<file path="config.mk">
export PLATFORM = sky130hd
export DESIGN_NAME = translated_l4_checksum_update_core_flat
export DESIGN_NICKNAME = d
export VERILOG_FILES = /design/src/l4cu_pkg.sv /design/src/l4cu_if.sv /design/src/l4cu_stream.sv /design/src/l4cu_fold.sv /design/src/translated_l4_checksum_update_core.sv /design/src/flat_wrapper.sv
export SDC_FILE = /design/constraint.sdc
export NUM_CORES = 1
export LEC_CHECK = 0
export BUFFER_PORTS_ARGS = -buffer_cell sky130_fd_sc_hd__buf_2
export CAP_MARGIN = 20
export CELL_PAD_IN_SITES_DETAIL_PLACEMENT = 1
export CELL_PAD_IN_SITES_GLOBAL_PLACEMENT = 1
export CORE_ASPECT_RATIO = 1.5
export CORE_MARGIN = 1.5
export CORE_UTILIZATION = 43
export CTS_CLUSTER_DIAMETER = 30
export CTS_CLUSTER_SIZE = 28
export DETAILED_ROUTE_END_ITERATION = 8
export PLACE_DENSITY_LB_ADDON = 0.1
export SLEW_MARGIN = 20
export SYNTH_ARGS = -nofsm -noshare
export SYNTH_HDL_FRONTEND = slang
export SYNTH_SLANG_ARGS = --single-unit
</file>
<file path="constraint.sdc">
create_clock -name clk -period 5.45 [get_ports clk]
set_input_delay 0.545 -clock clk [delete_from_list [all_inputs] [get_ports clk]]
set_output_delay 0.545 -clock clk [all_outputs]
set_load 0.01 [all_outputs]
</file>
<file path="src/l4cu_pkg.sv">
// shared types, codes and constants of the translated l4 checksum update core
package l4cu_pkg;

  localparam int ACC_W  = 24;
  localparam int WORD_W = 16;
  localparam int POS_W  = 5;

  // command codes
  localparam logic [1:0] CMD_START  = 2'd0;
  localparam logic [1:0] CMD_ORIG   = 2'd1;
  localparam logic [1:0] CMD_NEW    = 2'd2;
  localparam logic [1:0] CMD_FINISH = 2'd3;

  // transport protocol numbers
  localparam logic [7:0] PROTO_ICMP   = 8'd1;
  localparam logic [7:0] PROTO_TCP    = 8'd6;
  localparam logic [7:0] PROTO_UDP    = 8'd17;
  localparam logic [7:0] PROTO_ICMPV6 = 8'd58;

  // ip version nibbles
  localparam logic [3:0] VER_IPV4 = 4'd4;
  localparam logic [3:0] VER_IPV6 = 4'd6;

  // word positions inside the headers
  localparam logic [POS_W-1:0] POS_MAX        = 5'd31;
  localparam logic [POS_W-1:0] V4_POS_LEN     = 5'd1;
  localparam logic [POS_W-1:0] V4_POS_PROTO   = 5'd4;
  localparam logic [POS_W-1:0] V4_POS_ADDR_LO = 5'd6;
  localparam logic [POS_W-1:0] V4_POS_ADDR_HI = 5'd9;
  localparam logic [POS_W-1:0] V6_POS_LEN     = 5'd2;
  localparam logic [POS_W-1:0] V6_POS_NXT     = 5'd3;
  localparam logic [POS_W-1:0] V6_POS_ADDR_LO = 5'd4;
  localparam logic [POS_W-1:0] V6_POS_ADDR_HI = 5'd19;

  localparam logic [WORD_W-1:0] SUM_MASK = 16'hffff;

  typedef struct packed {
    logic clear;
    logic take;
    logic active;
    logic with_len;
  } l4cu_stream_ctrl_t;

endpackage

</file>
<file path="src/l4cu_if.sv">
// valid/ready channel interfaces for the input items and the result items
interface l4cu_in_if import l4cu_pkg::*; ();
  logic              valid;
  logic              ready;
  logic [1:0]        cmd;
  logic [WORD_W-1:0] header_word;
  logic [7:0]        protocol;

  modport source (output valid, cmd, header_word, protocol, input ready);
  modport sink (input valid, cmd, header_word, protocol, output ready);
endinterface

interface l4cu_out_if import l4cu_pkg::*; ();
  logic              valid;
  logic              ready;
  logic [WORD_W-1:0] new_checksum;
  logic              status;
  logic              bad_version;

  modport source (output valid, new_checksum, status, bad_version, input ready);
  modport sink (input valid, new_checksum, status, bad_version, output ready);
endinterface

</file>
<file path="src/l4cu_stream.sv">
// per-header tracker: word position, version, ihl and pseudo-header weight
module l4cu_stream import l4cu_pkg::*; (
  input  logic              clk,
  input  logic              rst_n,
  input  l4cu_stream_ctrl_t ctrl,
  input  logic [WORD_W-1:0] word,
  output logic [WORD_W-1:0] weight,
  output logic              ver_bad
);

  logic [POS_W-1:0] pos_r, pos_nxt;
  logic [3:0]       ver_r, ver_nxt;
  logic [3:0]       ihl_r, ihl_nxt;
  logic             use_word;

  assign use_word = ctrl.take && ctrl.active && (pos_r != '0);

  // first word only carries version and ihl
  assign ver_bad = ctrl.take && ctrl.active && (pos_r == '0) &&
                   (word[15:12] != VER_IPV4) && (word[15:12] != VER_IPV6);

  always_comb begin
    weight = '0;
    if (use_word) begin
      unique case (ver_r)
        VER_IPV4: begin
          if (pos_r == V4_POS_LEN) begin
            // total length minus header bytes, wrapped to 16 bits
            if (ctrl.with_len) weight = word - {10'd0, ihl_r, 2'd0};
          end else if (pos_r == V4_POS_PROTO) begin
            weight = {8'd0, word[7:0]};
          end else if (pos_r >= V4_POS_ADDR_LO && pos_r <= V4_POS_ADDR_HI) begin
            weight = word;
          end
        end
        VER_IPV6: begin
          if (pos_r == V6_POS_LEN) begin
            if (ctrl.with_len) weight = word;
          end else if (pos_r == V6_POS_NXT) begin
            weight = {8'd0, word[15:8]};
          end else if (pos_r >= V6_POS_ADDR_LO && pos_r <= V6_POS_ADDR_HI) begin
            weight = word;
          end
        end
        default: weight = '0;
      endcase
    end
  end

  always_comb begin
    pos_nxt = pos_r;
    ver_nxt = ver_r;
    ihl_nxt = ihl_r;
    if (ctrl.clear) begin
      pos_nxt = '0;
      ver_nxt = '0;
      ihl_nxt = '0;
    end else if (ctrl.take) begin
      if (pos_r == '0) begin
        ver_nxt = word[15:12];
        ihl_nxt = word[11:8];
      end
      if (pos_r != POS_MAX) pos_nxt = pos_r + 5'd1;
    end
  end

  always_ff @(posedge clk) begin
    if (!rst_n) begin
      pos_r <= '0;
      ver_r <= '0;
      ihl_r <= '0;
    end else begin
      pos_r <= pos_nxt;
      ver_r <= ver_nxt;
      ihl_r <= ihl_nxt;
    end
  end

endmodule

</file>
<file path="src/l4cu_fold.sv">
// end-around fold of the signed accumulator to a 16-bit one's complement sum
module l4cu_fold import l4cu_pkg::*; (
  input  logic signed [ACC_W-1:0] acc,
  output logic        [WORD_W-1:0] sum
);

  logic signed [17:0] s1;
  logic signed [17:0] s2;

  // high byte is an arithmetic shift, low half is the two's complement low bits
  assign s1 = $signed({{10{acc[ACC_W-1]}}, acc[ACC_W-1:16]}) +
              $signed({2'b00, acc[15:0]});

  // a second pass can only borrow or carry once
  always_comb begin
    if (s1[17]) begin
      s2 = s1 + 18'sd65535;
    end else if (s1[16]) begin
      s2 = s1 - 18'sd65535;
    end else begin
      s2 = s1;
    end
  end

  assign sum = s2[WORD_W-1:0];

endmodule

</file>
<file path="src/translated_l4_checksum_update_core.sv">
// a finish transfer passes the input register, then the result register, before its result shows on out_ch
// throughput: one item per cycle, every command, except while a finish stalls; a header word costs one accumulator add
// a finish stalls only while the output register holds an untaken result
// reset (rst_n low, synchronous) clears the accumulator, protocol, header trackers and flags
// the output register is empty after reset and no result is pending
module translated_l4_checksum_update_core import l4cu_pkg::*; (
  input  logic       clk,
  input  logic       rst_n,
  l4cu_in_if.sink    in_ch,
  l4cu_out_if.source out_ch
);

  // input register
  logic              s0_valid_r, s0_valid_nxt;
  logic [1:0]        s0_cmd_r;
  logic [WORD_W-1:0] s0_word_r;
  logic [7:0]        s0_proto_r;
  logic              s0_go;
  logic              in_xfer;

  // block state
  logic signed [ACC_W-1:0] acc_r, acc_nxt;
  logic [WORD_W-1:0]       old_r, old_nxt;
  logic [7:0]              proto_r, proto_nxt;
  logic                    verr_r, verr_nxt;

  // result register
  logic              out_valid_r, out_valid_nxt;
  logic [WORD_W-1:0] out_sum_r;
  logic              out_status_r;
  logic              out_bad_r;

  logic              do_start, do_orig, do_new, do_finish;
  logic              orig_active, new_active, with_len;
  l4cu_stream_ctrl_t orig_ctrl, new_ctrl;
  logic [WORD_W-1:0] orig_weight, new_weight;
  logic              orig_ver_bad, new_ver_bad;
  logic [WORD_W-1:0] folded;

  assign s0_go   = s0_valid_r &&
                   ((s0_cmd_r != CMD_FINISH) || !out_valid_r || out_ch.ready);
  assign in_ch.ready = !s0_valid_r || s0_go;
  assign in_xfer = in_ch.valid && in_ch.ready;

  assign do_start  = s0_go && (s0_cmd_r == CMD_START);
  assign do_orig   = s0_go && (s0_cmd_r == CMD_ORIG);
  assign do_new    = s0_go && (s0_cmd_r == CMD_NEW);
  assign do_finish = s0_go && (s0_cmd_r == CMD_FINISH);

  always_comb begin
    orig_active = 1'b0;
    new_active  = 1'b0;
    with_len    = 1'b0;
    unique case (proto_r) inside
      PROTO_TCP, PROTO_UDP: begin
        orig_active = 1'b1;
        new_active  = 1'b1;
      end
      PROTO_ICMP: begin
        orig_active = 1'b1;
        with_len    = 1'b1;
      end
      PROTO_ICMPV6: begin
        new_active = 1'b1;
        with_len   = 1'b1;
      end
      default: begin
        orig_active = 1'b0;
      end
    endcase
  end

  always_comb begin
    orig_ctrl.clear    = do_start;
    orig_ctrl.take     = do_orig;
    orig_ctrl.active   = orig_active;
    orig_ctrl.with_len = with_len;
    new_ctrl.clear     = do_start;
    new_ctrl.take      = do_new;
    new_ctrl.active    = new_active;
    new_ctrl.with_len  = with_len;
  end

  l4cu_stream u_orig (
    .clk     (clk),
    .rst_n   (rst_n),
    .ctrl    (orig_ctrl),
    .word    (s0_word_r),
    .weight  (orig_weight),
    .ver_bad (orig_ver_bad)
  );

  l4cu_stream u_new (
    .clk     (clk),
    .rst_n   (rst_n),
    .ctrl    (new_ctrl),
    .word    (s0_word_r),
    .weight  (new_weight),
    .ver_bad (new_ver_bad)
  );

  l4cu_fold u_fold (
    .acc (acc_r),
    .sum (folded)
  );

  always_comb begin
    acc_nxt   = acc_r;
    old_nxt   = old_r;
    proto_nxt = proto_r;
    verr_nxt  = verr_r;
    if (do_start) begin
      old_nxt   = s0_word_r;
      proto_nxt = s0_proto_r;
      acc_nxt   = $signed({8'd0, ~s0_word_r & SUM_MASK});
      verr_nxt  = 1'b0;
    end else if (do_orig) begin
      acc_nxt  = acc_r - $signed({8'd0, orig_weight});
      verr_nxt = verr_r | orig_ver_bad;
    end else if (do_new) begin
      acc_nxt  = acc_r + $signed({8'd0, new_weight});
      verr_nxt = verr_r | new_ver_bad;
    end
  end

  always_comb begin
    s0_valid_nxt = s0_valid_r;
    if (in_xfer) begin
      s0_valid_nxt = 1'b1;
    end else if (s0_go) begin
      s0_valid_nxt = 1'b0;
    end
  end

  always_comb begin
    out_valid_nxt = out_valid_r;
    if (do_finish) begin
      out_valid_nxt = 1'b1;
    end else if (out_ch.ready) begin
      out_valid_nxt = 1'b0;
    end
  end

  always_ff @(posedge clk) begin
    if (!rst_n) begin
      s0_valid_r  <= 1'b0;
      out_valid_r <= 1'b0;
      acc_r       <= '0;
      old_r       <= '0;
      proto_r     <= '0;
      verr_r      <= 1'b0;
    end else begin
      s0_valid_r  <= s0_valid_nxt;
      out_valid_r <= out_valid_nxt;
      acc_r       <= acc_nxt;
      old_r       <= old_nxt;
      proto_r     <= proto_nxt;
      verr_r      <= verr_nxt;
    end
  end

  // payload registers
  always_ff @(posedge clk) begin
    if (in_xfer) begin
      s0_cmd_r   <= in_ch.cmd;
      s0_word_r  <= in_ch.header_word;
      s0_proto_r <= in_ch.protocol;
    end
    if (do_finish) begin
      // unsupported protocol echoes the old checksum
      if (orig_active || new_active) begin
        out_sum_r    <= ~folded;
        out_status_r <= 1'b0;
      end else begin
        out_sum_r    <= old_r;
        out_status_r <= 1'b1;
      end
      out_bad_r <= verr_r;
    end
  end

  assign out_ch.valid        = out_valid_r;
  assign out_ch.new_checksum = out_sum_r;
  assign out_ch.status       = out_status_r;
  assign out_ch.bad_version  = out_bad_r;

endmodule

</file>
<file path="src/flat_wrapper.sv">
// flat-port wrapper written by rule: the top's interface ports become plain ports
module translated_l4_checksum_update_core_flat import l4cu_pkg::*;
  (clk, rst_n, in_ch_valid, in_ch_cmd, in_ch_header_word, in_ch_protocol, in_ch_ready, out_ch_valid, out_ch_new_checksum, out_ch_status, out_ch_bad_version, out_ch_ready);
  l4cu_in_if in_ch_i ();
  l4cu_out_if out_ch_i ();
  input  logic clk;
  input  logic rst_n;
  input wire logic [$bits(in_ch_i.valid)-1:0] in_ch_valid;
  input wire logic [$bits(in_ch_i.cmd)-1:0] in_ch_cmd;
  input wire logic [$bits(in_ch_i.header_word)-1:0] in_ch_header_word;
  input wire logic [$bits(in_ch_i.protocol)-1:0] in_ch_protocol;
  output wire logic [$bits(in_ch_i.ready)-1:0] in_ch_ready;
  output wire logic [$bits(out_ch_i.valid)-1:0] out_ch_valid;
  output wire logic [$bits(out_ch_i.new_checksum)-1:0] out_ch_new_checksum;
  output wire logic [$bits(out_ch_i.status)-1:0] out_ch_status;
  output wire logic [$bits(out_ch_i.bad_version)-1:0] out_ch_bad_version;
  input wire logic [$bits(out_ch_i.ready)-1:0] out_ch_ready;
  assign in_ch_i.valid = in_ch_valid;
  assign in_ch_i.cmd = in_ch_cmd;
  assign in_ch_i.header_word = in_ch_header_word;
  assign in_ch_i.protocol = in_ch_protocol;
  assign in_ch_ready = in_ch_i.ready;
  assign out_ch_valid = out_ch_i.valid;
  assign out_ch_new_checksum = out_ch_i.new_checksum;
  assign out_ch_status = out_ch_i.status;
  assign out_ch_bad_version = out_ch_i.bad_version;
  assign out_ch_i.ready = out_ch_ready;
  translated_l4_checksum_update_core u_core (.clk(clk), .rst_n(rst_n), .in_ch(in_ch_i), .out_ch(out_ch_i));
endmodule
</file>
# After elaboration in Yosys (flattened, before gate mapping)
# Index checks and enable logic that the tools add are counted.
# W data, S select, Z words.
dict set report totals {
  output_inout_bits 20
  inputBits 30
  register_bits 121
}
dict set report op_classes {
  n_eq_ne 24
  n_lt_le_gt_ge 8
  n_mux 35
  addsub 9
  bitwise 5
  reduce_logical 43
}
# operator count
set ops {}
lappend ops {{$mux W16} 21}
lappend ops {{$pmux W16 S2} 2}
lappend ops {{$mux W24} 2}
lappend ops {{$not A16 Y16} 2}
lappend ops {{$sub A16 B6 Y16} 2}
lappend ops {{$add A24 B17 Y24} 1}
lappend ops {{$sub A24 B17 Y24} 1}
lappend ops {{$eq A5 B2 Y1 const B} 4}
lappend ops {{$ge A5 B3 Y1 const B} 4}
lappend ops {{$logic_and A1 B1 Y1} 20}
lappend ops {{$add A8 B17 Y18} 1}
lappend ops {{$add A16 B1 Y16 const B} 1}
lappend ops {{$eq A4 B3 Y1 const B} 4}
lappend ops {{$sub A16 B1 Y16 const B} 1}
lappend ops {{$add A5 B1 Y5 const B} 2}
lappend ops {{$eq A5 B1 Y1 const B} 2}
lappend ops {{$eq A5 B3 Y1 const B} 2}
lappend ops {{$le A5 B4 Y1 const B} 2}
lappend ops {{$le A5 B5 Y1 const B} 2}
lappend ops {{$logic_not A5 Y1} 2}
lappend ops {{$mux W1} 10}
lappend ops {{$ne A5 B5 Y1 const B} 2}
lappend ops {{$reduce_bool A5 Y1} 2}
lappend ops {{$eq A8 B1 Y1 const B} 1}
lappend ops {{other kinds (17)} 31}

# Longest topological paths before layout
# Gate-level depths: netlist (run 1).
dict set report depth {
  ltp_word 12
  mapped_depth 25
  mapped_depth_nobuf 25
}

# Hierarchy
# From an unflattened synthesis (run 1), not the netlist that was laid out.
dict set report unflattened {
  hier_cells 1189
  hier_area_um2 9804.4
}
# mod instances cells_per_inst area_per_inst_um2
set by_module_without_submodules {}
lappend by_module_without_submodules {translated_l4_checksum_update_core 1 570 5191.2}
lappend by_module_without_submodules {l4cu_stream 2 202 1485.2}
lappend by_module_without_submodules {l4cu_fold 1 215 1642.8}

# Worst setup path after synthesis (run 1)
# No wires, ideal clock.
dict set report synth_path {
  path_kind {register to register}
  startpoint {reg u_core.proto_r[3]}
  endpoint {reg u_core.acc_r[23]}
  t_required_ns 5.380
  period_less_slack_ns 5.730
  slack_ns -0.280
  arrival_ns 5.660
  n_path_buf 1
  stages_incl_launch_ff 24
  setup_time_ns 0.070
  path_cell_list {dfxtp_1 -> or4_4 -> or3_4 -> a211o_1 -> buf_2 -> nand3_1 -> a32o_1 -> nand2_1 -> ha_1 -> o21ai_0 -> nand2b_1 -> xnor2_1 -> a22oi_1 -> ha_1 -> a211oi_1 -> nor2_1 -> or4b_1 -> a31o_2 -> a2111oi_2 -> o211ai_1 -> a31oi_1 -> nor4_1 -> or4_1 -> a21oi_1}
}
dict set report synth_between {
  elab_chain_cells 10
  word_cells_on_any_way 29
  cone_classes {add/sub: 2; eq/ne: 4; mux: 16; reduce/logical: 7}
}
# item line
set synth_rtl {}
lappend synth_rtl {{from (decl)} translated_l4_checksum_update_core.sv:24} ;# logic [7:0] proto_r, proto_nxt;
lappend synth_rtl {{from (signal assigned)} translated_l4_checksum_update_core.sv:157} ;# proto_r <= proto_nxt;
lappend synth_rtl {{$eq A8 B6 Y1 (no line) or $eq A8 B1 Y1 (tied branches)} --}
lappend synth_rtl {{$reduce_or A2 Y1 (no line)} --}
lappend synth_rtl {{$mux W1} translated_l4_checksum_update_core.sv:54} ;# unique case (proto_r) inside
lappend synth_rtl {{$mux W16 (on tied branches)} {l4cu_stream.sv:38, l4cu_stream.sv:29}}
lappend synth_rtl {{$mux W16 (on tied branches)} {l4cu_stream.sv:37, l4cu_stream.sv:27}}
lappend synth_rtl {{$pmux W16 S2} l4cu_stream.sv:25} ;# unique case (ver_r)
lappend synth_rtl {{$mux W16} l4cu_stream.sv:24} ;# if (use_word) begin
lappend synth_rtl {{$add A24 B17 Y24} translated_l4_checksum_update_core.sv:121} ;# acc_nxt = acc_r + $signed({8'd0, new_weight});
lappend synth_rtl {{$mux W24} translated_l4_checksum_update_core.sv:120} ;# end else if (do_new) begin
lappend synth_rtl {{$mux W24 *} translated_l4_checksum_update_core.sv:117} ;# end else if (do_orig) begin
lappend synth_rtl {{to (signal assigned)} translated_l4_checksum_update_core.sv:155} ;# acc_r <= acc_nxt;
lappend synth_rtl {{to (decl)} translated_l4_checksum_update_core.sv:22} ;# logic signed [ACC_W-1:0] acc_r, acc_nxt;
# Every way passes the cells marked *; elsewhere a longest branch is shown, timed or not. The select of a mux whose other input is x is not followed.
# A chain may end at the register's enable or synchronous reset.

# Worst setup path in the final report (run 1)
dict set report layout_path {
  startpoint {reg u_core.proto_r[3]}
  endpoint {reg u_core.acc_r[15]}
}
dict set report layout_between {
  elab_chain_cells 11
  word_cells_on_any_way 30
  cone_classes {add/sub: 2; eq/ne: 4; mux: 17; reduce/logical: 7}
}
# item line
set layout_rtl {}
lappend layout_rtl {{$eq A8 B6 Y1 (no line) or $eq A8 B1 Y1 (tied branches)} --}
lappend layout_rtl {{$reduce_or A2 Y1 (no line)} --}
lappend layout_rtl {{$mux W1} translated_l4_checksum_update_core.sv:54}
lappend layout_rtl {{$mux W16 (on tied branches)} {l4cu_stream.sv:38, l4cu_stream.sv:29}}
lappend layout_rtl {{$mux W16 (on tied branches)} {l4cu_stream.sv:37, l4cu_stream.sv:27}}
lappend layout_rtl {{$pmux W16 S2} l4cu_stream.sv:25}
lappend layout_rtl {{$mux W16} l4cu_stream.sv:24}
lappend layout_rtl {{$add A24 B17 Y24} translated_l4_checksum_update_core.sv:121}
lappend layout_rtl {{$mux W24} translated_l4_checksum_update_core.sv:120}
lappend layout_rtl {{$mux W24 *} translated_l4_checksum_update_core.sv:117}
lappend layout_rtl {{$mux W16 *} translated_l4_checksum_update_core.sv:112} ;# if (do_start) begin
# Marked as above.

==> impl_results.rst, run 1 <==
.. list-table::
   :header-rows: 1

   * - Metric
     - Value
   * - Die ar.
     - 23050 um2
   * - Number of buffer cells added on primary ports
     - between 40 and 50
   * - TritonRoute pass-1 iters
     - 4
   * - Proportion of layout cells with a drive suffix above 1
     - between 20% and 30%
   * - Post-synthesis mux area share
     - 1.683%
   * - Die width
     - 124.5 um
   * - Average detailed-routed wire length per instance
     - ~22 um
   * - Clk_skew
     - 0.006902 ns
   * - Part of the Yosys area used for sequential elements
     - 30.09%
   * - Initial cell density of the core
     - 43.81%
   * - Violated checks
     - setup timing
   * - Clock edge transition at the registers on the reported setup and hold paths
     - ~0.06 ns
   * - Leading cell types in the layout, fill and taps excluded
     - sky130_fd_sc_hd__nand2_1 (155), sky130_fd_sc_hd__buf_4 (132), sky130_fd_sc_hd__nor2_1 (117), sky130_fd_sc_hd__a21oi_1 (77), sky130_fd_sc_hd__dfxtp_1 (74)
   * - CP max stage delay
     - about 0.54 ns
   * - Total negative slack for setup checks
     - -0.06544 ns
   * - Syn Nets
     - around 1300
   * - Critical path data arrival time
     - 5.88 ns
   * - Final Instance Count excl. Fillers
     - between 1500 and 2000
   * - Syn Area/Cell
     - about 8.1 um2
   * - Buffer and inverter count on the worst path
     - 2
   * - Yosys warning count
     - 0
   * - Aggregate global-route resource usage
     - a little under a third
   * - Min-Delay Path Class
     - input port to flip-flop
   * - Number of global-route vias before repair
     - ~10000
   * - PnR worst setup slack
     - -0.04436 ns
   * - CTS H-Tree Depth
     - 4
   * - Number of instances in the synthesized netlist
     - 1181
   * - Leftover overflow at the end of global routing
     - 0
   * - Antenna Diode Count
     - 0
   * - CTS sink cnt
     - about 120
   * - Crit path launch type
     - flip-flop
   * - Worst-Skew Late Latency
     - about 0.44 ns
   * - Final Setup Violations
     - 2
   * - Adder-cell area share of the yosys netlist
     - 8.995%
   * - Leading cell type in the layout, fill and taps excluded
     - sky130_fd_sc_hd__nand2_1
   * - Detailed Place HPWL
     - around 26000 um
   * - Worst vdd ir
     - approximately 0.21 mV
   * - Area share of xor/xnor cells in the synthesized design
     - between 5 and 6%
   * - Number of maximum-capacitance violations
     - 0
   * - Number of buffers created by CTS
     - 17
   * - TritonCTS clock tree
     - done
   * - Via count normalized by instance count
     - roughly 6.0
   * - Number of vias in the routed layout
     - a little under 10000
   * - Slew margin rel.
     - 35.00%
   * - Register bit count reported by yosys
     - between 100 and 150
   * - DRT Wirelength
     - ~35000 um
   * - Layout Utilization
     - a little over half
   * - Slowest CP cell
     - sky130_fd_sc_hd__or4_4
   * - Routed Antenna Nets
     - 0
   * - Worst-case clock buffer depth
     - 2
   * - Area fraction in and, or, nand and nor cells after synthesis
     - a little under a quarter
   * - Pwr per Cell Area
     - 234.6 nW/um2
   * - Layout overhead on the synthesized area
     - 25.47%
   * - RD Place Congestion
     - around 0.93
   * - Synth unique cells
     - 86
   * - Clock period minus worst slack
     - about 5.5 ns
   * - Root buffer cell
     - sky130_fd_sc_hd__clkbuf_16
   * - Initial antenna violation count
     - 0
   * - Pin count of the biggest net entering global routing
     - 48
   * - Cell type group with the largest total delay on the critical path
     - compound AO/OA/AOI/OAI gates
   * - Pins over their slew limit
     - 0
   * - Synthesized-area fraction occupied by ao, oa, aoi and oai cells
     - a little over a quarter
   * - Part of the cycle the worst path needs
     - 100.8%
   * - Worst-Margin Slew
     - approximately 1 ns
   * - Required time worst endpoint
     - 5.83 ns
   * - FFs w/ async S/R, synth
     - 0%
   * - Commonest register cell after synthesis
     - sky130_fd_sc_hd__dfxtp_1
   * - Total number of nets in the final design
     - around 1400
   * - Number of placed I/O pins
     - 50
   * - Global-route wire length before repair
     - about 55000 um
   * - Leakage power summed over all cells
     - between 4 and 5 nW
   * - Type of element capturing the critical path
     - flip-flop
   * - Detailed-route DRC error count
     - 0
   * - Initial drt markers
     - ~450
   * - Place WS
     - -0.07863 ns
   * - Kind of critical path
     - flip-flop to flip-flop
   * - Outcome
     - complete, but fails checks
   * - Die height
     - 185.2 um
   * - Number of hold-repair buffers added at the cts stage
     - 0
   * - Unrepaired setup endpoints after global routing
     - yes
   * - Count of flip-flops with a built-in enable after synthesis
     - 44
   * - Achievable frequency
     - around 180 MHz
   * - Worst hold-check slack
     - ~0.27 ns
   * - Crit Path Max Fanout
     - 4
   * - Floorplan core area
     - ~22000 um2
   * - Combinational family with the most area after synthesis
     - compound AO/OA/AOI/OAI gates
   * - Number of core rows
     - 66
   * - Hold violation total from the final report
     - 0
   * - Synthesized area
     - between 9000 and 10000 um2
   * - DP Cell Count
     - roughly 1600
[stage by stage]
stage,cell area [um2],power [mW]
final,11940,2.800
after global routing,11940,2.909
after CTS,11520,2.767
after detailed placement,10840,1.625
after global placement,10840,1.610
after floorplan,9543,1.408
[Yosys cell counts (all sizes together) (15+ instances only)]
| cell | instances | share of area [%] |
|---|---|---|
| nand2 | 158 | 6.2 |
| nor2 | 120 | 4.7 |
| a21oi | 84 | 4.4 |
| o21ai | 80 | 4.2 |
| dfxtp | 77 | 16 |
| ha | 62 | 8.2 |
| clkbuf | 46 | 1.8 |
| edfxtp | 44 | 14 |
| a21boi | 31 | 2.4 |
| inv | 31 | 1.2 |
| xnor2 | 31 | 2.9 |
| xor2 | 27 | 2.5 |
| nor3 | 26 | 1.4 |
| nand3 | 23 | 1.2 |
| a21o | 20 | 1.6 |
| o211ai | 19 | 1.5 |
| nand2b | 17 | 1.1 |
| o21a | 17 | 1.3 |
| mux2i | 16 | 1.7 |
| nor2b | 15 | 0.99 |
[kinds of logic after synthesis]
| logic type | Yosys count |
|---|---|
| muxes | 16 |
| and+or+nand+nor | 457 |
| DFF | 121 |
| AOI/OAI and AO/OA | 379 |
| buffers and inverters | 84 |
| adders and majority gates | 66 |
| xor gates and xnor gates | 58 |
[layer usage]
| metal | vias up | global-route usage [%] | share of wire, % |
|---|---|---|---|
| met5 | - | 0 | 0 |
| met4 | 0 | 16.87 | 5.1 |
| met3 | 95 | 4.506 | 3.2 |
| met2 | 191 | 58.18 | 53 |
| met1 | 4799 | 32.57 | 39 |
| li1 | 4655 | - | - |
[flip-flops by register name (all words and copies together) (netlist names), 5 cells and up]
| name | cells |
|---|---|
| u_core.u_orig.pos_r | 5 |
| u_core.proto_r | 8 |
| u_core.out_ch.new_checksum | 16 |
| u_core.s0_proto_r | 8 |
| u_core.old_r | 16 |
| u_core.u_new.pos_r | 5 |
| u_core.acc_r | 24 |
| u_core.s0_word_r | 16 |
[power by group]
group	internal, mW	leakage [nW]	switching, mW
sequential	0.971	1.05	0.0412
clock	0.637	0.278	0.479
combinational	0.295	3.53	0.377
total	1.90	4.86	0.897
[worst paths after layout]
path | cells past startpoint | slack (ns) | start | endpoint
min | 1 | 0.27 | in_ch_protocol[3] | u_core.s0_proto_r[3]
min reg2reg | 2 | 0.47 | u_core.old_r[7] | u_core.old_r[7]
max | 25 | -0.04 | u_core.proto_r[3] | u_core.acc_r[15]
max reg2reg | 25 | -0.04 | u_core.proto_r[3] | u_core.acc_r[15]
[layout make-up]
| type | instances | area, um2 |
|---|---|---|
| inverter | 31 | 116.4 |
| clock inverter | 14 | 137.6 |
| multi-input combinational | 976 | 6777 |
| fill | 2641 | 9781 |
| sequential | 121 | 2867 |
| timing repair buffer | 183 | 1271 |
| tap | 272 | 340.3 |
| clock buffer | 18 | 429.2 |
[timing repair]
| action | CTS | global route |
|---|---|---|
| buffers inserted | 6 | 9 |
| pin swaps | 23 | 41 |
| resized for setup | 20 | 68 |
| endpoints found under the setup margin | 5 | 11 |
Power figures use the tool's default switching activity.
==> run 2: changes to the inputs <==
--- a/config.mk
+++ b/config.mk
@@ -16,6 +16,7 @@
 export CTS_CLUSTER_SIZE = 28
 export DETAILED_ROUTE_END_ITERATION = 8
 export PLACE_DENSITY_LB_ADDON = 0.1
+export RECOVER_POWER = 25
 export SLEW_MARGIN = 20
 export SYNTH_ARGS = -nofsm -noshare
 export SYNTH_HDL_FRONTEND = slang
==> impl_results.rst, run 2 (synthesis results as in run 1) <==
.. list-table::
   :header-rows: 1

   * - Metric
     - Value
   * - RD Place Congestion
     - 0.9333 (unchanged)
   * - Final Setup Violations
     - 2 (unchanged)
   * - PnR worst setup slack
     - -0.02666 ns (was -0.04436 ns)
   * - Place WS
     - -0.07863 ns (unchanged)
   * - Layout overhead on the synthesized area
     - 25.35% (was 25.47%)
   * - Hold violation total from the final report
     - 0 (unchanged)
   * - Worst hold-check slack
     - 0.2712 ns (was 0.2715 ns)
   * - Min-Delay Path Class
     - input port to flip-flop (unchanged)
   * - Number of buffers created by CTS
     - 17 (unchanged)
   * - TritonCTS clock tree
     - done (unchanged)
   * - DP Cell Count
     - 1568 (unchanged)
   * - Outcome
     - complete, but fails checks (unchanged)
   * - Violated checks
     - setup timing (unchanged)
   * - Number of placed I/O pins
     - 50 (unchanged)
   * - Number of flip-flops under the largest register name
     - 24 (unchanged)
   * - Detailed-route DRC error count
     - 0 (unchanged)
   * - Initial drt markers
     - 456 (was 447)
   * - Critical path cell sequence
     - or4_4 > or3_4 > a211o_4 > buf_8 > o221a_4 > o21ai_4 > nor2_2 > mux2i_1 > o21ai_1 > a21oi_1 > ha_1 > a21oi_2 > nand2_1 > or4b_4 > a31o_4 > a2111oi_4 > buf_4 > buf_4 > o21bai_4 > xor2_1 > nand2_1 > o211ai_1 > o211a_1
   * - Slew margin rel.
     - 35.26% (was 35.00%)
   * - Type of element capturing the critical path
     - flip-flop (unchanged)
   * - Number of buffer cells added on primary ports
     - 49 (unchanged)
   * - Part of the cycle the worst path needs
     - 100.5% (was 100.8%)
   * - Number of global-route vias before repair
     - 10138 (unchanged)
   * - Worst-Margin Slew
     - 0.9710 ns (was 0.9750 ns)
   * - Pin count of the biggest net entering global routing
     - 48 (unchanged)
   * - Die width
     - 124.5 um (unchanged)
   * - Initial antenna violation count
     - 0 (unchanged)
   * - Internal Pwr Total
     - 1.903 mW (was 1.904 mW)
   * - Floorplan core area
     - 21720 um2 (unchanged)
   * - Antenna Diode Count
     - 0 (unchanged)
   * - Clock period minus worst slack
     - 5.477 ns (was 5.494 ns)
   * - Initial cell density of the core
     - 43.81% (unchanged)
   * - Leakage power summed over all cells
     - 4.837 nW (was 4.859 nW)
   * - Slowest CP cell
     - sky130_fd_sc_hd__or4_4 (unchanged)
   * - Clk_skew
     - 0.007486 ns (was 0.006902 ns)
   * - Leading cell type in the layout, fill and taps excluded
     - sky130_fd_sc_hd__nand2_1 (unchanged)
   * - CTS H-Tree Depth
     - 4 (unchanged)
   * - Standard cell area after detailed placement
     - 10840 um2 (unchanged)
   * - Leftover overflow at the end of global routing
     - 0 (unchanged)
   * - Kind of critical path
     - flip-flop to flip-flop (unchanged)
   * - Net load switching power
     - 0.8960 mW (was 0.8966 mW)
   * - Leading cell types in the layout, fill and taps excluded
     - sky130_fd_sc_hd__nand2_1 (155), sky130_fd_sc_hd__buf_4 (131), sky130_fd_sc_hd__nor2_1 (117), sky130_fd_sc_hd__a21oi_1 (77), sky130_fd_sc_hd__dfxtp_1 (74) (was sky130_fd_sc_hd__nand2_1 (155), sky130_fd_sc_hd__buf_4 (132), sky130_fd_sc_hd__nor2_1 (117), sky130_fd_sc_hd__a21oi_1 (77), sky130_fd_sc_hd__dfxtp_1 (74))
   * - Number of core rows
     - 66 (unchanged)
   * - Clock share of power
     - 39.9% (about the same)
   * - Via count normalized by instance count
     - 6.028 (was 6.031)
   * - Crit Path Max Fanout
     - 6 (was 4)
   * - Aggregate global-route resource usage
     - 30.73% (unchanged)
   * - Routed Antenna Nets
     - 0 (unchanged)
   * - Proportion of layout cells with a drive suffix above 1
     - 22.49% (was 23.01%)
   * - Worst-Skew Late Latency
     - 0.44 ns (about the same)
   * - Register bank with the most flops
     - u_core.acc_r (unchanged)
   * - Worst-case clock buffer depth
     - 2 (unchanged)
   * - CTS sink cnt
     - 121 (unchanged)
   * - Total number of nets in the final design
     - 1426 (unchanged)
   * - Number of vias in the routed layout
     - 9736 (was 9740)
   * - Pwr per Cell Area
     - 234.7 nW/um2 (was 234.6 nW/um2)
   * - Critical path data arrival time
     - 5.86 ns (was 5.88 ns)
   * - CP max stage delay
     - 0.54 ns (about the same)
   * - Share of total power in sequential cells
     - 36.2% (was 36.1%)
   * - Final Instance Count excl. Fillers
     - 1615 (unchanged)
   * - Layout Utilization
     - 54.91% (was 54.97%)
   * - TritonRoute pass-1 iters
     - 5 (was 4)
   * - Clock edge transition at the registers on the reported setup and hold paths
     - 0.06 ns (about the same)
   * - Die ar.
     - 23050 um2 (unchanged)
   * - Worst vdd ir
     - 0.2148 mV (was 0.2147 mV)
   * - DRT Wirelength
     - 35480 um (was 35500 um)
   * - Total negative slack for setup checks
     - -0.04671 ns (was -0.06544 ns)
   * - Unrepaired setup endpoints after global routing
     - yes (unchanged)
   * - Achievable frequency
     - 182.6 MHz (was 182.0 MHz)
   * - Gate power share
     - 24.0% (about the same)
   * - Root buffer cell
     - sky130_fd_sc_hd__clkbuf_16 (unchanged)
   * - Global-route wire length before repair
     - 55080 um (unchanged)
   * - Number of maximum-capacitance violations
     - 0 (unchanged)
   * - Average detailed-routed wire length per instance
     - 21.97 um (was 21.98 um)
   * - Required time worst endpoint
     - 5.83 ns (about the same)
   * - Design area
     - 11930 um2 (was 11940 um2)
   * - Detailed Place HPWL
     - 26230 um (unchanged)
   * - Crit path launch type
     - flip-flop (unchanged)
   * - Fraction of power spent switching nets
     - 32.01% (was 32.02%)
   * - Pins over their slew limit
     - 0 (unchanged)
   * - Total power consumption of the routed design
     - 2.799 mW (was 2.800 mW)
   * - Die height
     - 185.2 um (unchanged)
-- run 2: changes by cell type in the layout (fill, tap and decap cells not counted) --
cell / previous run / this run
sky130_fd_sc_hd__buf_2: 49 / 43
sky130_fd_sc_hd__clkbuf_1: 1 / 8
sky130_fd_sc_hd__buf_4: 132 / 131
-- run 2: path summary, 6_finish.rpt --
path | from | endpoint | slack [ns] | depth (start not counted)
worst max-delay path | u_core.proto_r[3] | u_core.acc_r[15] | -0.03 | 23
worst min-delay path | in_ch_protocol[3] | u_core.s0_proto_r[3] | 0.27 | 1
worst max register to register | u_core.proto_r[3] | u_core.acc_r[15] | -0.03 | 23
worst min register to register | u_core.old_r[7] | u_core.old_r[7] | 0.47 | 2
-- run 2: area by class of cell --
cell class / count / area [um2]
sequential: 121 / 2867
inverter: 31 / 116.4
multi-input combinational: 976 / 6777
clock buffer: 18 / 429.2
timing repair buffer: 183 / 1260
clock inverter: 14 / 137.6
tap: 272 / 340.3
fill: 2647 / 9792
-- run 2: routing by layer --
metal  track usage (%)  vias up  wire length, um
met5                 0        -                0
met4             16.87        0             1852
met3             4.506       96             1199
met2             58.18      186            18830
met1             32.57     4802            13600
li1                  -     4652                -
-- run 2: critical path, delay by kind of cell (launching register included) --
kind | cells | cell delay [ns]
AOI/OAI and AO/OA | 11 | 2.19
DFF | 1 | 0.32
buffers and inverters | 3 | 0.46
muxes | 1 | 0.13
adders and majority gates | 1 | 0.31
xor gates and xnor gates | 1 | 0.23
and+or+nand+nor | 6 | 1.77
-- run 2: timing repair --
item / CTS / global route
hold buffers: 0 / 0
setup buffers: 6 / 9
hold endpoints to repair: 0 / 0
resized for setup: 20 / 68
pin swaps: 23 / 41
setup endpoints to repair: 5 / 11
-- run 2: power groups by stage --
stage,combinational [mW],sequential (mW),clock (mW)
floorplan,0.395,1.01,0
global placement,0.582,1.03,0
detailed placement,0.595,1.03,0
finish,0.671,1.01,1.12
CTS,0.623,1.01,1.13
global route,0.728,1.02,1.17
==> run 3: changes to the inputs <==
--- a/config.mk
+++ b/config.mk
@@ -15,6 +15,7 @@
 export CTS_CLUSTER_DIAMETER = 30
 export CTS_CLUSTER_SIZE = 28
 export DETAILED_ROUTE_END_ITERATION = 8
+export GPL_TIMING_DRIVEN = 0
 export PLACE_DENSITY_LB_ADDON = 0.1
 export RECOVER_POWER = 25
 export SLEW_MARGIN = 20
==> constraint.sdc (replaced) <==
create_clock -name clk -period 5.45 [get_ports clk]
set_input_delay 1.09 -clock clk [delete_from_list [all_inputs] [get_ports clk]]
set_output_delay 1.09 -clock clk [all_outputs]
set_load 0.01 [all_outputs]
==> impl_results.rst, run 3 (synthesis results as in run 1) <==
.. list-table::
   :header-rows: 1

   * - Metric
     - Value
   * - Number of placed I/O pins
     - 50 (unchanged)
   * - Clock share of power
     - 40.0% (was 39.9%)
   * - Required time worst endpoint
     - 5.81 ns (was 5.83 ns)
   * - Number of buffer cells added on primary ports
     - 48 (was 49)
   * - Number of global-route vias before repair
     - 9913 (was 10138)
   * - Initial drt markers
     - 467 (was 456)
   * - Number of core rows
     - 66 (unchanged)
   * - Share of total power in sequential cells
     - 36.7% (was 36.2%)
   * - Critical path data arrival time
     - 6.06 ns (was 5.86 ns)
   * - TritonRoute pass-1 iters
     - 5 (unchanged)
   * - Die height
     - 185.2 um (unchanged)
   * - Layout Utilization
     - 53.35% (was 54.91%)
   * - Min-Delay Path Class
     - flip-flop to flip-flop (was input port to flip-flop)
   * - Total negative slack for setup checks
     - -0.4431 ns (was -0.04671 ns)
   * - Register area
     - 2869 um2 (was 2867 um2)
   * - Layout overhead on the synthesized area
     - 21.79% (was 25.35%)
   * - # fillers
     - 2648 (was 2647)
   * - Routed Antenna Nets
     - 0 (unchanged)
   * - CTS H-Tree Depth
     - 4 (unchanged)
   * - DP Cell Count
     - 1502 (was 1568)
   * - Footprint of the multi-input gates
     - 6812 um2 (was 6777 um2)
   * - Worst-Margin Slew
     - 1.019 ns (was 0.9710 ns)
   * - Number of maximum-capacitance violations
     - 0 (unchanged)
   * - Internal Pwr Total
     - 1.870 mW (was 1.903 mW)
   * - Type of element capturing the critical path
     - flip-flop (unchanged)
   * - Met2 WL
     - 18160 um (was 18830 um)
   * - Hold path depth
     - 0 (was 1)
   * - Achievable frequency
     - 175.4 MHz (was 182.6 MHz)
   * - Hold violation total from the final report
     - 0 (unchanged)
   * - Capture endpoint of the worst hold path
     - u_core.out_ch.bad_version (was u_core.s0_proto_r[3])
   * - Via count normalized by instance count
     - 6.038 (was 6.028)
   * - Violated checks
     - setup timing (unchanged)
   * - Gate power share
     - 23.3% (was 24.0%)
   * - Number of vias in the routed layout
     - 9583 (was 9736)
   * - Worst-Skew Late Latency
     - 0.44 ns (about the same)
   * - Unrepaired setup endpoints after global routing
     - yes (unchanged)
   * - Root buffer cell
     - sky130_fd_sc_hd__clkbuf_16 (unchanged)
   * - Part of the cycle the worst path needs
     - 104.6% (was 100.5%)
   * - Outcome
     - complete, but fails checks (unchanged)
   * - Met1 Routed Length
     - 13500 um (was 13600 um)
   * - CTS sink cnt
     - 121 (unchanged)
   * - Leading cell type in the layout, fill and taps excluded
     - sky130_fd_sc_hd__nand2_1 (unchanged)
   * - Worst-case clock buffer depth
     - 2 (unchanged)
   * - Length of routed met3 wiring
     - 893 um (was 1199 um)
   * - Register bank with the most flops
     - u_core.acc_r (unchanged)
   * - Floorplan core area
     - 21720 um2 (unchanged)
   * - Proportion of layout cells with a drive suffix above 1
     - 17.64% (was 22.49%)
   * - Leftover overflow at the end of global routing
     - 0 (unchanged)
   * - DRT Wirelength
     - 35050 um (was 35480 um)
   * - Aggregate global-route resource usage
     - 30.65% (was 30.73%)
   * - Number of hold-repair buffers added at the cts stage
     - 0 (unchanged)
   * - Net load switching power
     - 0.8838 mW (was 0.8960 mW)
   * - Die width
     - 124.5 um (unchanged)
   * - Pwr per Cell Area
     - 237.6 nW/um2 (was 234.7 nW/um2)
   * - Number of flip-flops under the largest register name
     - 24 (unchanged)
   * - Reg2reg setup slack
     - -0.25 ns (was -0.03 ns)
   * - Leading cell types in the layout, fill and taps excluded
     - sky130_fd_sc_hd__nand2_1 (154), sky130_fd_sc_hd__nor2_1 (120), sky130_fd_sc_hd__a21oi_1 (77), sky130_fd_sc_hd__dfxtp_1 (72), sky130_fd_sc_hd__o21ai_0 (66) (was sky130_fd_sc_hd__nand2_1 (155), sky130_fd_sc_hd__buf_4 (131), sky130_fd_sc_hd__nor2_1 (117), sky130_fd_sc_hd__a21oi_1 (77), sky130_fd_sc_hd__dfxtp_1 (74))
   * - Die ar.
     - 23050 um2 (unchanged)
   * - Average detailed-routed wire length per instance
     - 22.08 um (was 21.97 um)
   * - Kind of critical path
     - flip-flop to flip-flop (unchanged)
   * - Clock edge transition at the registers on the reported setup and hold paths
     - 0.07 ns (was 0.06 ns)
   * - Fraction of power spent switching nets
     - 32.10% (was 32.01%)
   * - Number of buffers created by CTS
     - 17 (unchanged)
   * - Worst reg2reg startpoint
     - u_core.s0_word_r[2] (was u_core.proto_r[3])
   * - Final Instance Count excl. Fillers
     - 1587 (was 1615)
   * - Pins over their slew limit
     - 0 (unchanged)
   * - Initial antenna violation count
     - 0 (unchanged)
   * - Clock period minus worst slack
     - 5.700 ns (was 5.477 ns)
   * - Place WS
     - -1.487 ns (was -0.07863 ns)
   * - Worst R2R End
     - u_core.acc_r[23] (was u_core.acc_r[15])
   * - Worst reg-to-reg path cell count
     - 24 (was 23)
   * - Crit Path Max Fanout
     - 6 (unchanged)
   * - Final Setup Violations
     - 3 (was 2)
   * - TritonCTS clock tree
     - done (unchanged)
   * - Crit path launch type
     - flip-flop (unchanged)
   * - Detailed-route DRC error count
     - 0 (unchanged)
   * - Total number of nets in the final design
     - 1398 (was 1426)
   * - Worst vdd ir
     - 0.3089 mV (was 0.2148 mV)
   * - PnR worst setup slack
     - -0.2500 ns (was -0.02666 ns)
   * - Global-route wire length before repair
     - 54450 um (was 55080 um)
   * - Leakage power summed over all cells
     - 4.549 nW (was 4.837 nW)
   * - Slew margin rel.
     - 31.66% (was 35.26%)
   * - RD Place Congestion
     - 0.9687 (was 0.9333)
   * - Antenna Diode Count
     - 0 (unchanged)
   * - Worst hold start
     - u_core.verr_r (was in_ch_protocol[3])
   * - Detailed Place HPWL
     - 26370 um (was 26230 um)
   * - Uppermost metal layer occupied by signal nets
     - met4 (unchanged)
   * - Clk_skew
     - 0.01212 ns (was 0.007486 ns)
   * - Initial cell density of the core
     - 43.81% (unchanged)
   * - Pin count of the biggest net entering global routing
     - 27 (was 48)
run 3: power by group through the flow:
stage                     Sequential, mW  Combinational [mW]  Clock [mW]
after global routing                1.01               0.699        1.16
after detailed placement            1.03               0.550           0
after global placement              1.03               0.539           0
after floorplan                     1.01               0.395           0
after CTS                           1.01               0.621        1.12
final                               1.01               0.641        1.10
run 3: area by class of cell:
cell class / instances / area share (%)
Sequential cell: 121 / 24.76
Inverter: 31 / 1.004
Clock inverter: 15 / 1.199
Multi-Input combinational cell: 976 / 58.78
Tap cell: 272 / 2.937
Buffer: 52 / 1.922
Timing Repair Buffer: 103 / 5.723
Clock buffer: 17 / 3.671
run 3: repair_timing:
item                       CTS  global route
pin swaps                   41            36
hold endpoints to repair     0             0
gates resized for setup     75            33
setup endpoints to repair   15            11
setup buffers               39            15
run 3: routing by layer:
metal | GRT usage (%) | up-vias
li1 | - | 4600
met1 | 32.04 | 4679
met2 | 57.16 | 208
met3 | 3.668 | 96
met4 | 21.01 | 0
met5 | 0 | -
run 3: worst max-delay path by stage:
| stage | startpoint | endpoint | depth (start not counted) |
|---|---|---|---|
| after floorplan | u_core.proto_r[3] | u_core.acc_r[23] | 23 |
| after global placement | u_core.s0_word_r[3] | u_core.acc_r[23] | 22 |
| after detailed placement | u_core.s0_word_r[3] | u_core.acc_r[23] | 22 |
| after CTS | u_core.proto_r[5] | u_core.acc_r[23] | 24 |
| after global routing | u_core.s0_word_r[2] | u_core.acc_r[23] | 24 |
| final | u_core.s0_word_r[2] | u_core.acc_r[23] | 24 |
run 3: stage by stage:
stage | area, um2 | power [mW] | hold slack [ns]
detailed placement | 10160 | 1.582 | 0.4508
global route | 11590 | 2.873 | 0.4675
finish | 11590 | 2.753 | 0.4620
CTS | 11370 | 2.752 | 0.4630
floorplan | 9543 | 1.408 | 0.4090
global placement | 10120 | 1.570 | 0.4204
run 3: worst max-delay path, cell delays in order, from the launching register on:
cell                        delay, ns
sky130_fd_sc_hd__edfxtp_1        0.46
sky130_fd_sc_hd__inv_2           0.10
sky130_fd_sc_hd__ha_1            0.22
sky130_fd_sc_hd__fa_2            0.36
sky130_fd_sc_hd__nand2b_4        0.16
sky130_fd_sc_hd__a21oi_4         0.23
sky130_fd_sc_hd__a2111oi_0       0.10
sky130_fd_sc_hd__a211oi_1        0.30
sky130_fd_sc_hd__o22ai_2         0.19
sky130_fd_sc_hd__o31ai_4         0.22
sky130_fd_sc_hd__buf_4           0.18
sky130_fd_sc_hd__nand4bb_4       0.18
sky130_fd_sc_hd__o311ai_1        0.35
sky130_fd_sc_hd__a32oi_1         0.17
sky130_fd_sc_hd__ha_2            0.42
sky130_fd_sc_hd__o21a_1          0.12
sky130_fd_sc_hd__o21ai_1         0.08
sky130_fd_sc_hd__nand2b_1        0.11
sky130_fd_sc_hd__a31oi_2         0.11
sky130_fd_sc_hd__or2_2           0.34
sky130_fd_sc_hd__o211ai_1        0.27
sky130_fd_sc_hd__a31oi_2         0.17
sky130_fd_sc_hd__o31a_1          0.15
sky130_fd_sc_hd__or4_1           0.50
sky130_fd_sc_hd__a21oi_2         0.14
